**config.mk**
```make
export PLATFORM = sky130hd
export DESIGN_NAME = interval_timer_three_channel_flat
export DESIGN_NICKNAME = d
export VERILOG_FILES = /design/src/design/itc_pkg.sv /design/src/design/itc_stream_if.sv /design/src/design/interval_timer_three_channel.sv /design/src/flat_wrapper.sv
export SDC_FILE = /design/constraint.sdc
export NUM_CORES = 2
export LEC_CHECK = 0
export ABC_AREA = 0
export ABC_CLOCK_PERIOD_IN_PS = 9890
export BUFFER_PORTS_ARGS = -buffer_cell sky130_fd_sc_hd__buf_2
export CAP_MARGIN = 20
export CELL_PAD_IN_SITES_DETAIL_PLACEMENT = 1
export CELL_PAD_IN_SITES_GLOBAL_PLACEMENT = 2
export CORE_MARGIN = 2
export CORE_UTILIZATION = 39
export CTS_CLUSTER_SIZE = 8
export DETAILED_ROUTE_END_ITERATION = 7
export PLACE_DENSITY_LB_ADDON = 0.1
export SLEW_MARGIN = 20
export SYNTH_ARGS = -nofsm -noshare
export SYNTH_HDL_FRONTEND = slang
export SYNTH_SLANG_ARGS = --single-unit
```
**constraint.sdc**
```tcl
create_clock -name clk_i -period 9.89 [get_ports clk_i]
set_clock_uncertainty 0.2 [all_clocks]
set_input_delay 1.4835 -clock clk_i [delete_from_list [all_inputs] [get_ports clk_i]]
set_output_delay 1.4835 -clock clk_i [all_outputs]
set_load 0.005 [all_outputs]
```
**src/design/itc_pkg.sv**
```systemverilog
// Package for the three-counter interval timer.
// Holds item types, operation and register codes and counter constants.
// No dependencies.
package itc_pkg;

  localparam int unsigned NumCnt = 3;
  localparam int unsigned CntW   = 17;

  // Operation carried by one input transaction
  typedef enum logic [1:0] {
    KIND_WRITE = 2'd0,
    KIND_READ  = 2'd1,
    KIND_TICK  = 2'd2,
    KIND_GATE  = 2'd3
  } kind_e;

  // Bus address of the control word register
  localparam logic [1:0] ADDR_CTRL = 2'd3;

  // Read/load access codes of the control word
  localparam logic [1:0] ACC_LATCH = 2'd0;
  localparam logic [1:0] ACC_LOW   = 2'd1;
  localparam logic [1:0] ACC_HIGH  = 2'd2;
  localparam logic [1:0] ACC_WORD  = 2'd3;

  // Counter modes
  localparam logic [2:0] MODE_INT_TC   = 3'd0;
  localparam logic [2:0] MODE_RATE_GEN = 3'd2;
  localparam logic [2:0] MODE_SQUARE   = 3'd3;
  localparam logic [2:0] MODE_MAX      = 3'd5;

  // Count constants
  localparam logic [CntW-1:0] CNT_RESET   = 17'h0ffff;
  localparam logic [CntW-1:0] CNT_FULL    = 17'h10000;
  localparam logic [CntW-1:0] HALF_ODD_HI = 17'd32769;
  localparam logic [CntW-1:0] HALF_ODD_LO = 17'd32768;
  localparam logic [1:0]      START_DELAY = 2'd2;

  typedef struct packed {
    kind_e      kind;
    logic [1:0] address;
    logic [7:0] write_data;
    logic [1:0] gate_select;
    logic       gate_level;
  } in_item_t;

  typedef struct packed {
    logic [7:0] read_data;
    logic       out_zero;
    logic       out_one;
    logic       out_two;
  } out_item_t;

endpackage

```
**src/design/itc_stream_if.sv**
```systemverilog
// Valid/ready channel used for the timer's input and result transactions.
// Depends on itc_pkg for the default payload type.
interface itc_stream_if import itc_pkg::*; #(
  parameter type T = in_item_t
);
  logic valid;
  logic ready;
  T     data;

  modport source (output valid, output data, input ready);
  modport sink   (input valid, input data, output ready);
endinterface

```
**src/design/interval_timer_three_channel.sv**
```systemverilog
// Three-counter interval timer, top level.
// Depends on itc_pkg and itc_stream_if.

// One transaction in, one result out, one transaction per clock: every bus write, bus read,
// counter tick or gate change is applied to the counter state in the cycle it is accepted,
// and its result (read byte plus the three output levels after the transaction) sits in an
// output register. The input is ready whenever that register is empty or being drained, so
// back-to-back transactions run at full rate; a stalled result stalls the input. Counting
// starts two ticks after a count load; a count of 0 loads as 65536.
module interval_timer_three_channel import itc_pkg::*; (
  input  logic         clk_i,
  input  logic         rst_ni,
  itc_stream_if.sink   in_i,
  itc_stream_if.source out_o
);

  // Counter state
  logic [2:0]      mode_q    [NumCnt];
  logic [2:0]      mode_d    [NumCnt];
  logic [CntW-1:0] cnt_q     [NumCnt];
  logic [CntW-1:0] cnt_d     [NumCnt];
  logic [CntW-1:0] start_q   [NumCnt];
  logic [CntW-1:0] start_d   [NumCnt];
  logic [1:0]      dly_q     [NumCnt];
  logic [1:0]      dly_d     [NumCnt];
  logic            gate_q    [NumCnt];
  logic            gate_d    [NumCnt];
  logic            out_q     [NumCnt];
  logic            out_d     [NumCnt];
  logic            run_q     [NumCnt];
  logic            run_d     [NumCnt];
  logic [15:0]     latch_q   [NumCnt];
  logic [15:0]     latch_d   [NumCnt];
  logic            latched_q [NumCnt];
  logic            latched_d [NumCnt];
  logic [1:0]      acc_q     [NumCnt];
  logic [1:0]      acc_d     [NumCnt];
  logic            whigh_q   [NumCnt];
  logic            whigh_d   [NumCnt];
  logic            lvl       [NumCnt];

  logic            in_fire;
  logic            out_valid_q;
  out_item_t       out_data_q;
  out_item_t       res_d;
  logic [7:0]      rd_byte;
  in_item_t        item;

  assign item     = in_i.data;
  assign in_i.ready = !out_valid_q || out_o.ready;
  assign in_fire  = in_i.valid && in_i.ready;

  // Next state of every counter for the transaction on the input
  always_comb begin
    logic            adv_en, is_cw, is_wr, is_rd, is_gate, is_tick, dec, dd, do_load;
    logic [1:0]      rl;
    logic [2:0]      mw;
    logic [CntW-1:0] a_cnt, hi, lo, half, cur, nxt, r, ld;
    logic            a_out;
    logic [1:0]      a_dly;
    logic [CntW:0]   sub, r2, full;
    logic [15:0]     wv, rv;

    rd_byte = '0;
    if (item.kind == KIND_READ && item.address == ADDR_CTRL) begin
      rd_byte = 8'hff;
    end

    for (int c = 0; c < NumCnt; c++) begin
      is_tick = (item.kind == KIND_TICK);
      is_cw   = (item.kind == KIND_WRITE) && (item.address == ADDR_CTRL) &&
                (item.write_data[7:6] == 2'(c));
      is_wr   = (item.kind == KIND_WRITE) && (item.address == 2'(c));
      is_rd   = (item.kind == KIND_READ) && (item.address == 2'(c));
      is_gate = (item.kind == KIND_GATE) && (item.gate_select == 2'(c)) &&
                (item.gate_level != gate_q[c]);
      rl      = item.write_data[5:4];
      mw      = item.write_data[3:1];
      if (mw[2] && mw[1]) begin
        mw = {1'b0, mw[1:0]};
      end

      adv_en = is_tick || is_rd || is_gate ||
               (is_cw && (rl != ACC_LATCH || !latched_q[c])) ||
               (is_wr && (whigh_q[c] || acc_q[c] != ACC_WORD));

      // Bring the counter up to date (one tick or none)
      a_cnt = cnt_q[c];
      a_out = out_q[c];
      a_dly = dly_q[c];
      dec   = 1'b0;
      dd    = 1'b0;
      sub   = '0;
      hi    = '0;
      lo    = '0;
      half  = '0;
      cur   = '0;
      nxt   = '0;
      r     = '0;
      r2    = '0;
      full  = '0;
      if (adv_en) begin
        if (dly_q[c] != 2'd0) begin
          if (is_tick) a_dly = dly_q[c] - 2'd1;
        end else if (gate_q[c] && run_q[c]) begin
          unique case (mode_q[c])
            MODE_INT_TC: begin
              if (!out_q[c] && (cnt_q[c] == '0 || (is_tick && cnt_q[c] == 17'd1))) begin
                a_out = 1'b1;
              end
              if (is_tick) a_cnt = {1'b0, cnt_q[c][15:0] - 16'd1};
            end
            MODE_RATE_GEN: begin
              dec = is_tick && (start_q[c] != 17'd1);
              sub = {1'b0, cnt_q[c]} - {{CntW{1'b0}}, dec};
              if (sub == '0 || sub[CntW]) begin
                sub = sub + {1'b0, start_q[c]};
              end
              a_out = (sub != 18'd1);
              a_cnt = sub[CntW-1:0];
            end
            MODE_SQUARE: begin
              // half periods, with the odd cases for counts of one and three
              hi = CntW'(({1'b0, start_q[c]} + 18'd1) >> 1);
              lo = start_q[c] >> 1;
              if (start_q[c] == 17'd3) begin
                lo = HALF_ODD_HI;
              end else if (start_q[c] == 17'd1) begin
                hi = HALF_ODD_HI;
                lo = HALF_ODD_LO;
              end
              full = {1'b0, hi} + {1'b0, lo};
              half = out_q[c] ? CntW'(({1'b0, cnt_q[c]} + 18'd1) >> 1) : (cnt_q[c] >> 1);
              cur  = out_q[c] ? hi : lo;
              nxt  = out_q[c] ? lo : hi;
              if ({{(CntW-1){1'b0}}, is_tick} < half) begin
                r = half - {{(CntW-1){1'b0}}, is_tick};
              end else begin
                dd = is_tick && !half[0];
                if ({{(CntW-1){1'b0}}, dd} < nxt) begin
                  r     = nxt - {{(CntW-1){1'b0}}, dd};
                  a_out = !out_q[c];
                end else begin
                  r = cur;
                end
              end
              r2 = {r, 1'b0};
              if (r2 > full) r2 = r2 - 18'd1;
              a_cnt = r2[CntW-1:0];
            end
            default: ;
          endcase
        end
      end

      mode_d[c]    = mode_q[c];
      cnt_d[c]     = a_cnt;
      start_d[c]   = start_q[c];
      dly_d[c]     = a_dly;
      gate_d[c]    = gate_q[c];
      out_d[c]     = a_out;
      run_d[c]     = run_q[c];
      latch_d[c]   = latch_q[c];
      latched_d[c] = latched_q[c];
      acc_d[c]     = acc_q[c];
      whigh_d[c]   = whigh_q[c];
      do_load      = 1'b0;
      wv           = '0;
      rv           = '0;
      ld           = '0;

      // Control word: latch command or mode/access programming
      if (is_cw) begin
        if (rl == ACC_LATCH) begin
          if (!latched_q[c]) begin
            latched_d[c] = 1'b1;
            latch_d[c]   = a_cnt[15:0];
            whigh_d[c]   = 1'b0;
          end
        end else begin
          latch_d[c]   = '0;
          acc_d[c]     = rl;
          latched_d[c] = 1'b0;
          whigh_d[c]   = (rl == ACC_HIGH);
          mode_d[c]    = mw;
          run_d[c]     = 1'b0;
          out_d[c]     = (mw != MODE_INT_TC);
        end
      end

      // Data write: byte assembly and count load
      if (is_wr) begin
        if (!whigh_q[c]) begin
          wv = {latch_q[c][15:8], item.write_data};
          if (acc_q[c] == ACC_WORD) begin
            whigh_d[c] = 1'b1;
            if (mode_q[c] == MODE_INT_TC) run_d[c] = 1'b0;
          end else begin
            do_load = 1'b1;
          end
        end else begin
          wv = {item.write_data, latch_q[c][7:0]};
          if (acc_q[c] == ACC_WORD) whigh_d[c] = 1'b0;
          do_load = 1'b1;
        end
        latch_d[c] = wv;
        if (do_load) begin
          ld         = (wv == '0) ? CNT_FULL : {1'b0, wv};
          start_d[c] = ld;
          unique case (mode_q[c])
            MODE_INT_TC: begin
              cnt_d[c] = ld;
              run_d[c] = 1'b1;
              out_d[c] = 1'b0;
              dly_d[c] = START_DELAY;
            end
            MODE_RATE_GEN, MODE_SQUARE: begin
              if (!run_q[c]) cnt_d[c] = ld;
              run_d[c] = 1'b1;
              dly_d[c] = START_DELAY;
            end
            default: ;
          endcase
        end
      end

      // Data read
      if (is_rd) begin
        rv      = latched_q[c] ? latch_q[c] : a_cnt[15:0];
        rd_byte = whigh_q[c] ? rv[15:8] : rv[7:0];
        if (whigh_q[c]) latched_d[c] = 1'b0;
        if (acc_q[c] == ACC_WORD) whigh_d[c] = !whigh_q[c];
      end

      // Gate level change
      if (is_gate) begin
        gate_d[c] = item.gate_level;
        unique case (mode_q[c])
          MODE_INT_TC: run_d[c] = item.gate_level;
          MODE_RATE_GEN, MODE_SQUARE: begin
            run_d[c] = item.gate_level;
            out_d[c] = !item.gate_level;
            if (item.gate_level) cnt_d[c] = start_q[c];
          end
          default: ;
        endcase
      end

      // Output pin level after the transaction
      unique case (mode_d[c])
        MODE_INT_TC:                lvl[c] = out_d[c];
        MODE_RATE_GEN, MODE_SQUARE: lvl[c] = (run_d[c] && out_d[c]) || !gate_d[c];
        default:                    lvl[c] = 1'b1;
      endcase
    end

    res_d.read_data = rd_byte;
    res_d.out_zero  = lvl[0];
    res_d.out_one   = lvl[1];
    res_d.out_two   = lvl[2];
  end

  // Counter state registers
  always_ff @(posedge clk_i or negedge rst_ni) begin
    if (!rst_ni) begin
      for (int c = 0; c < NumCnt; c++) begin
        mode_q[c]    <= MODE_INT_TC;
        cnt_q[c]     <= CNT_RESET;
        start_q[c]   <= CNT_RESET;
        dly_q[c]     <= '0;
        gate_q[c]    <= 1'b1;
        out_q[c]     <= 1'b0;
        run_q[c]     <= 1'b0;
        latch_q[c]   <= '0;
        latched_q[c] <= 1'b0;
        acc_q[c]     <= ACC_LATCH;
        whigh_q[c]   <= 1'b0;
      end
    end else if (in_fire) begin
      for (int c = 0; c < NumCnt; c++) begin
        mode_q[c]    <= mode_d[c];
        cnt_q[c]     <= cnt_d[c];
        start_q[c]   <= start_d[c];
        dly_q[c]     <= dly_d[c];
        gate_q[c]    <= gate_d[c];
        out_q[c]     <= out_d[c];
        run_q[c]     <= run_d[c];
        latch_q[c]   <= latch_d[c];
        latched_q[c] <= latched_d[c];
        acc_q[c]     <= acc_d[c];
        whigh_q[c]   <= whigh_d[c];
      end
    end
  end

  // Result register: valid flag
  always_ff @(posedge clk_i or negedge rst_ni) begin
    if (!rst_ni) begin
      out_valid_q <= 1'b0;
    end else if (in_fire) begin
      out_valid_q <= 1'b1;
    end else if (out_o.ready) begin
      out_valid_q <= 1'b0;
    end
  end

  // Result register: payload
  always_ff @(posedge clk_i) begin
    if (in_fire) begin
      out_data_q <= res_d;
    end
  end

  assign out_o.valid = out_valid_q;
  assign out_o.data  = out_data_q;

`ifndef SYNTHESIS
  for (genvar g = 0; g < NumCnt; g++) begin : g_chk
    a_start_nonzero: assert property (@(posedge clk_i) disable iff (!rst_ni)
      start_q[g] != '0)
      else $error("counter %0d holds a zero initial count", g);

    a_mode_range: assert property (@(posedge clk_i) disable iff (!rst_ni)
      mode_q[g] <= MODE_MAX)
      else $error("counter %0d mode out of range", g);

    a_whigh_access: assert property (@(posedge clk_i) disable iff (!rst_ni)
      (acc_q[g] == ACC_LOW || acc_q[g] == ACC_LATCH) |-> !whigh_q[g])
      else $error("counter %0d high-byte pointer set in low-byte access", g);
  end

  a_result_follows: assert property (@(posedge clk_i) disable iff (!rst_ni)
    in_fire |=> out_valid_q)
    else $error("accepted transaction produced no result");

  a_stall_blocks_input: assert property (@(posedge clk_i) disable iff (!rst_ni)
    (out_valid_q && !out_o.ready) |-> !in_i.ready)
    else $error("input accepted while result register is stalled");
`endif

endmodule

```
**src/flat_wrapper.sv**
```systemverilog
// flat-port wrapper written by rule: the top's interface ports become plain ports
module interval_timer_three_channel_flat import itc_pkg::*;
  (clk_i, rst_ni, in_i_valid, in_i_data, in_i_ready, out_o_valid, out_o_data, out_o_ready);
  itc_stream_if #(.T(in_item_t)) in_i_i ();
  itc_stream_if #(.T(out_item_t)) out_o_i ();
  input  logic clk_i;
  input  logic rst_ni;
  input wire logic [$bits(in_i_i.valid)-1:0] in_i_valid;
  input wire logic [$bits(in_i_i.data)-1:0] in_i_data;
  output wire logic [$bits(in_i_i.ready)-1:0] in_i_ready;
  output wire logic [$bits(out_o_i.valid)-1:0] out_o_valid;
  output wire logic [$bits(out_o_i.data)-1:0] out_o_data;
  input wire logic [$bits(out_o_i.ready)-1:0] out_o_ready;
  assign in_i_i.valid = in_i_valid;
  assign in_i_i.data = in_i_data;
  assign in_i_ready = in_i_i.ready;
  assign out_o_valid = out_o_i.valid;
  assign out_o_data = out_o_i.data;
  assign out_o_i.ready = out_o_ready;
  interval_timer_three_channel u_core (.clk_i(clk_i), .rst_ni(rst_ni), .in_i(in_i_i), .out_o(out_o_i));
endmodule
```
* Word level (Yosys, flattened, before mapping)
Cells that the tools add are included. W data, S select, Z words.
Operators by class: add/sub/neg operators 30, magnitude comparators 9, eq/ne operators 47, muxes and demuxes 296, bitwise operators 1, reduce and logical (&&, ||, !) cells 135
Operators with widths (number):
- $mux W17 | 96
- $mux W16 | 21
- $mux W18 | 15
- $pmux W17 S3 | 3
- $mux W1 | 120
- $add A17 B1 Y18 const B | 6
- $eq A17 B1 Y1 const B | 6
- $lt A1 B17 Y1 | 6
- $pmux W17 S2 | 3
- $sub A17 B1 Y17 | 6
- $mux W8 | 7
- $add A17 B17 Y18 | 3
- $add A18 B17 Y18 | 3
- $gt A18 B18 Y1 | 3
- $logic_not A18 Y1 | 3
- $ne A18 B1 Y1 const B | 3
- $sub A17 B1 Y18 | 3
- $eq A17 B2 Y1 const B | 3
- $logic_not A17 Y1 | 3
- $ne A17 B1 Y1 const B | 3
- $sub A17 B1 Y17 const B | 3
- $logic_not A16 Y1 | 3
- $sub A16 B1 Y16 const B | 3
- $logic_and A1 B1 Y1 | 43
- 21 further kinds | 150
Storage, ports and cells: register bits after elaboration 198, bits of input ports 19, output and inout port bits 13, word-level logic and storage cells 556

* Depth between registers and ports, before layout
depth after elaboration 28, mapped depth 34, depth with buffers taken out 33

* Worst setup path after synthesis
Ideal clock, no wire load.
kind input port to flip-flop, start point in in_i_data[13], end point reg u_core.out_data_q, in the netlist u_core.out_o.data[3] (data pin), library setup time 0.258 ns, data arrival time 7.283 ns, required time 9.432 ns, slack 2.149 ns, stages on the path 28, buffers on the path 2, cells stage by stage nand2b_1 > inv_1 > clkbuf_1 > clkbuf_1 > ha_1 > ha_1 > ha_1 > nor4bb_1 > nand2_1 > o211ai_1 > nand2_1 > nor2_1 > xor2_1 > a221o_1 > ha_1 > a21oi_1 > o21ai_0 > a2111oi_0 > a21oi_1 > o31a_1 > o21ai_0 > a311oi_4 > nand4_2 > xnor2_1 > a21oi_1 > o21ai_1 > mux4_2 > o221a_2
On the way: cells in the longest elaborated chain, start to end 20, elaborated cells on any way between the ends 136, those cells by class 15 x add/sub; 9 x order compare; 3 x eq/ne; 61 x mux; 48 x reduce/logical
RTL lines:
- from (decl) | RTL line flat_wrapper.sv:9 | input wire logic [$bits(in_i_i.data)-1:0] in_i_data;
- $eq A2 B2 Y1 | RTL line interval_timer_three_channel.sv:70 | is_tick = (item.kind == KIND_TICK);
- $logic_and A1 B1 Y1 | RTL line interval_timer_three_channel.sv:139 | dd = is_tick && !half[0];
- $sub A17 B1 Y17 or $lt A1 B17 Y1 (tied branches) | RTL line interval_timer_three_channel.sv:141, interval_timer_three_channel.sv:140
- $mux W17 | RTL line interval_timer_three_channel.sv:140 | if ({{(CntW-1){1'b0}}, dd} < nxt) begin
- $mux W17 | RTL line interval_timer_three_channel.sv:136 | if ({{(CntW-1){1'b0}}, is_tick} < half) begin
- $mux W17 | RTL line interval_timer_three_channel.sv:106 | unique case (mode_q[c])
- $mux W17 | RTL line interval_timer_three_channel.sv:105 | end else if (gate_q[c] && run_q[c]) begin
- $mux W17 | RTL line interval_timer_three_channel.sv:103 | if (dly_q[c] != 2'd0) begin
- [... 4 more ...]
- $mux W17 | RTL line interval_timer_three_channel.sv:105
- $mux W17 | RTL line interval_timer_three_channel.sv:103
- $mux W17 | RTL line interval_timer_three_channel.sv:102 | if (adv_en) begin
- $mux W16 | RTL line interval_timer_three_channel.sv:229 | rv = latched_q[c] ? latch_q[c] : a_cnt[15:0];
- $mux W8 | RTL line interval_timer_three_channel.sv:230 | rd_byte = whigh_q[c] ? rv[15:8] : rv[7:0];
- $mux W8 (2 in series) | RTL line interval_timer_three_channel.sv:228 | if (is_rd) begin
- $mux W8 (*) | RTL line interval_timer_three_channel.sv:228
- via u_core.rd_byte[0] | RTL line interval_timer_three_channel.sv:46 | logic [7:0] rd_byte;
- to (signal assigned) | RTL line interval_timer_three_channel.sv:310 | out_data_q <= res_d;
- to (decl) | RTL line interval_timer_three_channel.sv:44 | out_item_t out_data_q;
The timed path passes the listed nets; every way through them passes the cells marked *. The select of a mux whose other input is x is not followed. A chain may end at the register's enable or synchronous reset.

* Final worst setup path
start point reg u_core.start_q[9] (netlist name), end point reg u_core.out_data_q, in the netlist u_core.out_o.data[6] (data pin)
On the way: cells in the longest elaborated chain, start to end 24, elaborated cells on any way between the ends 47, those cells by class 6 x add/sub; 2 x order compare; 3 x eq/ne; 33 x mux; 3 x reduce/logical
RTL lines:
- from (decl) | RTL line interval_timer_three_channel.sv:22 | logic [CntW-1:0] start_q [NumCnt];
- from (signal, indexed assignment) | RTL line interval_timer_three_channel.sv:283 | start_q[c] <= start_d[c];
- $add A17 B1 Y18 or $eq A17 B1 Y1 (tied branches) | RTL line interval_timer_three_channel.sv:124, interval_timer_three_channel.sv:128
- $mux W17 or $mux W16 (tied branches) | RTL line interval_timer_three_channel.sv:128 | end else if (start_q[c] == 17'd1) begin
- $mux W17 | RTL line interval_timer_three_channel.sv:126 | if (start_q[c] == 17'd3) begin
- $mux W17 | RTL line interval_timer_three_channel.sv:106
- $mux W17 | RTL line interval_timer_three_channel.sv:105
- $mux W17 | RTL line interval_timer_three_channel.sv:103
- $mux W17 | RTL line interval_timer_three_channel.sv:102
- $mux W17 | RTL line interval_timer_three_channel.sv:135 | nxt = out_q[c] ? lo : hi;
- [... 9 more ...]
- $pmux W17 S3 (*) | RTL line interval_timer_three_channel.sv:106
- $mux W17 (*) | RTL line interval_timer_three_channel.sv:105
- $mux W17 (*) | RTL line interval_timer_three_channel.sv:103
- $mux W17 (*) | RTL line interval_timer_three_channel.sv:102
- $mux W16 (*) | RTL line interval_timer_three_channel.sv:229
- $mux W8 (*) | RTL line interval_timer_three_channel.sv:230
- $mux W8 (*) | RTL line interval_timer_three_channel.sv:228
- via u_core.rd_byte[3] | RTL line interval_timer_three_channel.sv:46
Marked as above.

==> run summary <==
Counting flops with an async set or reset pin after synthesis yields a share of 94.4%. The die is 287 µm tall. The H-tree was split into 4 levels.

The signal arrival time at the worst endpoint was 8.83 ns. The via count of the first global-routing pass is 33000, and the final critical-path setup slack is 1.11 ns. From left edge to right edge, the die measures 287 µm. Simple-gate share of the synthesized area: 27.2%. The dominant combinational cell family by area after synthesis is compound AO/OA/AOI/OAI gates. The number of I/O port buffers works out to 31. Of the cells placed in the final design, the portion with a size suffix greater than 1 is 9.37%. The cell seen most often among critical-path stages was a21oi_1. For this design the top-level I/O count stands at 32. The area inside the core boundary was 0.0790 mm².

The routed via count was 33900. Yosys synthesis warning count: 0. Synthesis produced a netlist with a net count of 4527. The run finished with clean final reports. Setup violations remaining at the end of the flow were counted as 0. The delay of the slowest cell on the worst path was 0.73 ns; the clock sink count was 198. The total of fill cells in the finished design is 9846, and the total negative slack is 0 ns.

Synthesis handed over a netlist of 4311 instances. The number of max-cap violations was 0. The tools report the area of the mapped netlist as 0.0312 mm². The final count of hold timing violations came out at 0.

Setup repair after global routing left no endpoint under its margin. The number of iterations in the first detailed-routing pass was 5; the maximum number of buffers from clock root to sink was 2. Global routing consumed, over all layers together, 34.6% of the routing resources.

VDD sags by at most 0.126 mV. The setup path with the least slack is of type reg -> reg. Summing the areas of all fa, ha and maj instances in the mapped netlist gives 8.05% of the synthesized area.

Dividing the synthesized area by the synthesized cell count gives 7.23 µm². The wire-length estimate of the detail-placed layout is 113000 µm. After floorplanning, the core was divided into 103 placement rows. After clock tree synthesis, the setup repair step added 0 buffers. For the global-route wire length before repair, the log shows 217000 µm. The finished cells cover 0.0324 mm².

The number of antenna violations at the first check in global routing is 9, and the die footprint is 0.0822 mm². The final layout contains 4292 nets. The share of cell area taken by muxes after synthesis is 4.40%. Data on the critical path is required at its endpoint by 9.94 ns.

The per-cell via count in the routed design was 6.60; the count of different cell masters after synthesis was 119. The time the final worst path needs with I/O delays and setup was 8.78 ns. TritonCTS built the clock tree. The count of placed standard cells including taps was 5107; the highest attainable clock frequency was 114 MHz.

Summing the areas of all compound-gate instances in the mapped netlist gives 28.0% of the synthesized area. After clock tree synthesis, the clock-pin slew on the worst setup and hold paths is 0.09 ns. For this configuration, the core starts out at a cell density of 39.4%. Compared with the post-synthesis result, the final layout area differs by 3.85%.

Summing the sequential cell areas from Yosys gives 16.5% of the chip area. In this run, post-CTS repair resized a total of 0 instances. At the pin with the least slew margin, the transition time is 1.23 ns. The count of flip-flops with a built-in enable after synthesis came out at 11. After synthesis the netlist holds a flip-flop and latch count of 198.

Dividing total power by cell area gives a power density of 215 mW/mm². The critical-path maximum fanout is 14. At the placement stage, the worst setup path has a slack of 0.946 ns. The worst slew margin relative to its limit was 17.9%; the overflow left after global routing was 0. For the worst-skew pair, the clock arrives at the later sink with an insertion delay of 0.51 ns.

The worst setup path is captured at a flip-flop. The slowest stage of the critical path is the nor3b_1 cell. The worst min-delay path category was reg -> reg. The leakage power figure was 12.2 nW; the number of max-slew violations in the final report was 0. The largest net degree at the start of global routing was 77. The CTS root buffer is clkbuf_16. The period utilization came out at 88.8%. The count of nets left with antenna violations once routing finished came out at 0.

Hold repair after CTS inserted 0 buffers. The routed length per instance was 28.3 µm. The logs give 0 for the DRC violations left and 2979 for the initial DRC count. For the sum of routed wire length over all layers, the log shows 145000 µm.

The parity-gate share of the synthesized area counting xor and xnor cells was 9.78%. The number of clock buffers added by TritonCTS is 17. The congestion estimate from routability-driven global placement came to 0.986. Summing all placed instances gives a cell area of 0.0317 mm². The worst setup path is launched from a flip-flop.

The finished layout holds 5140 standard cells, fillers aside. In the synthesized netlist the dominant register cell turns out to be dfstp_2. The tightest hold path in the finished design has a slack of 0.276 ns.
cell usage in the layout (no fill, tap or decap), types with 73 or more instances in the layout:
| cell | count |
|---|---|
| nand2_1 | 447 |
| o21ai_0 | 349 |
| nor2_1 | 345 |
| a21oi_1 | 269 |
| xnor2_1 | 223 |
| ha_1 | 191 |
| nand3_1 | 149 |
| nor3_1 | 134 |
| xor2_1 | 125 |
| inv_1 | 120 |
| dfstp_2 | 99 |
| mux2i_1 | 93 |
| dfrtp_1 | 88 |
| nand4_1 | 76 |
| nor4_1 | 73 |
metrics by stage:
step,total power [mW],utilization [%]
floorplan,4.55,-
global placement,6.03,40.2
detailed placement,6.07,40.2
CTS,6.88,41.0
global route,7.42,41.0
finish,6.97,41.0
worst paths after layout:
path	from	to	slack (ns)	cells after the start
min in group asynchronous	rst_ni	u_core.start_q[16]	0.83	1
max	u_core.start_q[9]	u_core.out_o.data[6]	1.11	32
min reg2reg	u_core.dly_q[4]	u_core.dly_q[4]	0.28	2
min	u_core.dly_q[4]	u_core.dly_q[4]	0.28	2
max reg2reg	u_core.start_q[9]	u_core.out_o.data[6]	1.11	32
max in group asynchronous	rst_ni	u_core.latch_q[33]	7.25	2
layer usage:
| layer | track usage, % | share of wire (%) |
|---|---|---|
| met1 | 46.7 | 45 |
| met2 | 55.4 | 45 |
| met3 | 5.34 | 6.2 |
| met4 | 12.9 | 4.0 |
| met5 | 0 | 0.037 |
cell usage after synthesis (33+ instances only):
master	n	area share [%]
nand2_1	449	5.4
o21ai_0	350	5.6
nor2_1	345	4.2
a21oi_1	270	4.3
clkbuf_1	269	3.2
xnor2_1	223	6.3
ha_1	191	7.7
nand3_1	149	2.4
nor3_1	136	2.2
xor2_1	125	3.5
inv_1	121	1.5
dfstp_2	99	8.3
mux2i_1	93	3.0
dfrtp_1	88	7.1
nand4_1	76	1.5
nor4_1	75	1.5
o211ai_1	54	1.3
and3_1	50	1.0
o22ai_1	50	1.0
nand2b_1	49	0.98
o31ai_1	49	1.2
or3_1	47	0.94
a31oi_1	43	0.86
o21a_1	41	0.99
a21o_1	40	0.96
buf_2	39	0.63
a22oi_1	34	0.82
mux2_2	33	1.2
or2_2	33	0.66
kinds of logic (layout without fill, tap and decap cells):
group,count (synthesis),in the layout
simple gates,1649,1649
compound gates,1317,1317
buf+inv,473,251
xor+xnor,348,348
flops,198,198
fa+ha+maj,197,197
mux,129,129
other cells,0,1
registers in the layout (all words and copies together), names as in the netlist, 6 cells and up:
register           count
u_core.dly_q           6
u_core.start_q        51
u_core.acc_q           6
u_core.mode_q          9
u_core.cnt_q          51
u_core.latch_q        48
u_core.out_o.data     11
report_power, final:
part,switching (mW),leakage (nW),internal (mW)
Sequential,0.714,2.27,1.07
Combinational,2.79,9.59,1.62
Clock,0.412,0.306,0.368
Total,3.91,12.2,3.05
final cells by class:
class / count / area, µm² / area share, %
antenna: 1 / 2.50 / 0.00773
clock buffer: 17 / 425 / 1.31
clock inverter: 15 / 205 / 0.634
inverter: 127 / 478 / 1.48
multi-input combinational: 3640 / 24200 / 74.7
sequential: 198 / 5130 / 15.9
tap: 1050 / 1310 / 4.06
timing repair buffer: 92 / 622 / 1.92
critical path, delay by kind of cell, from the launching register on:
family          cells  cell delay (ns)
simple gates        4             1.42
flops               1             0.54
compound gates     22             4.76
xor+xnor            2             0.35
fa+ha+maj           3             1.03
buf+inv             1             0.20
No activity file was read; power rests on OpenSTA's default activity.
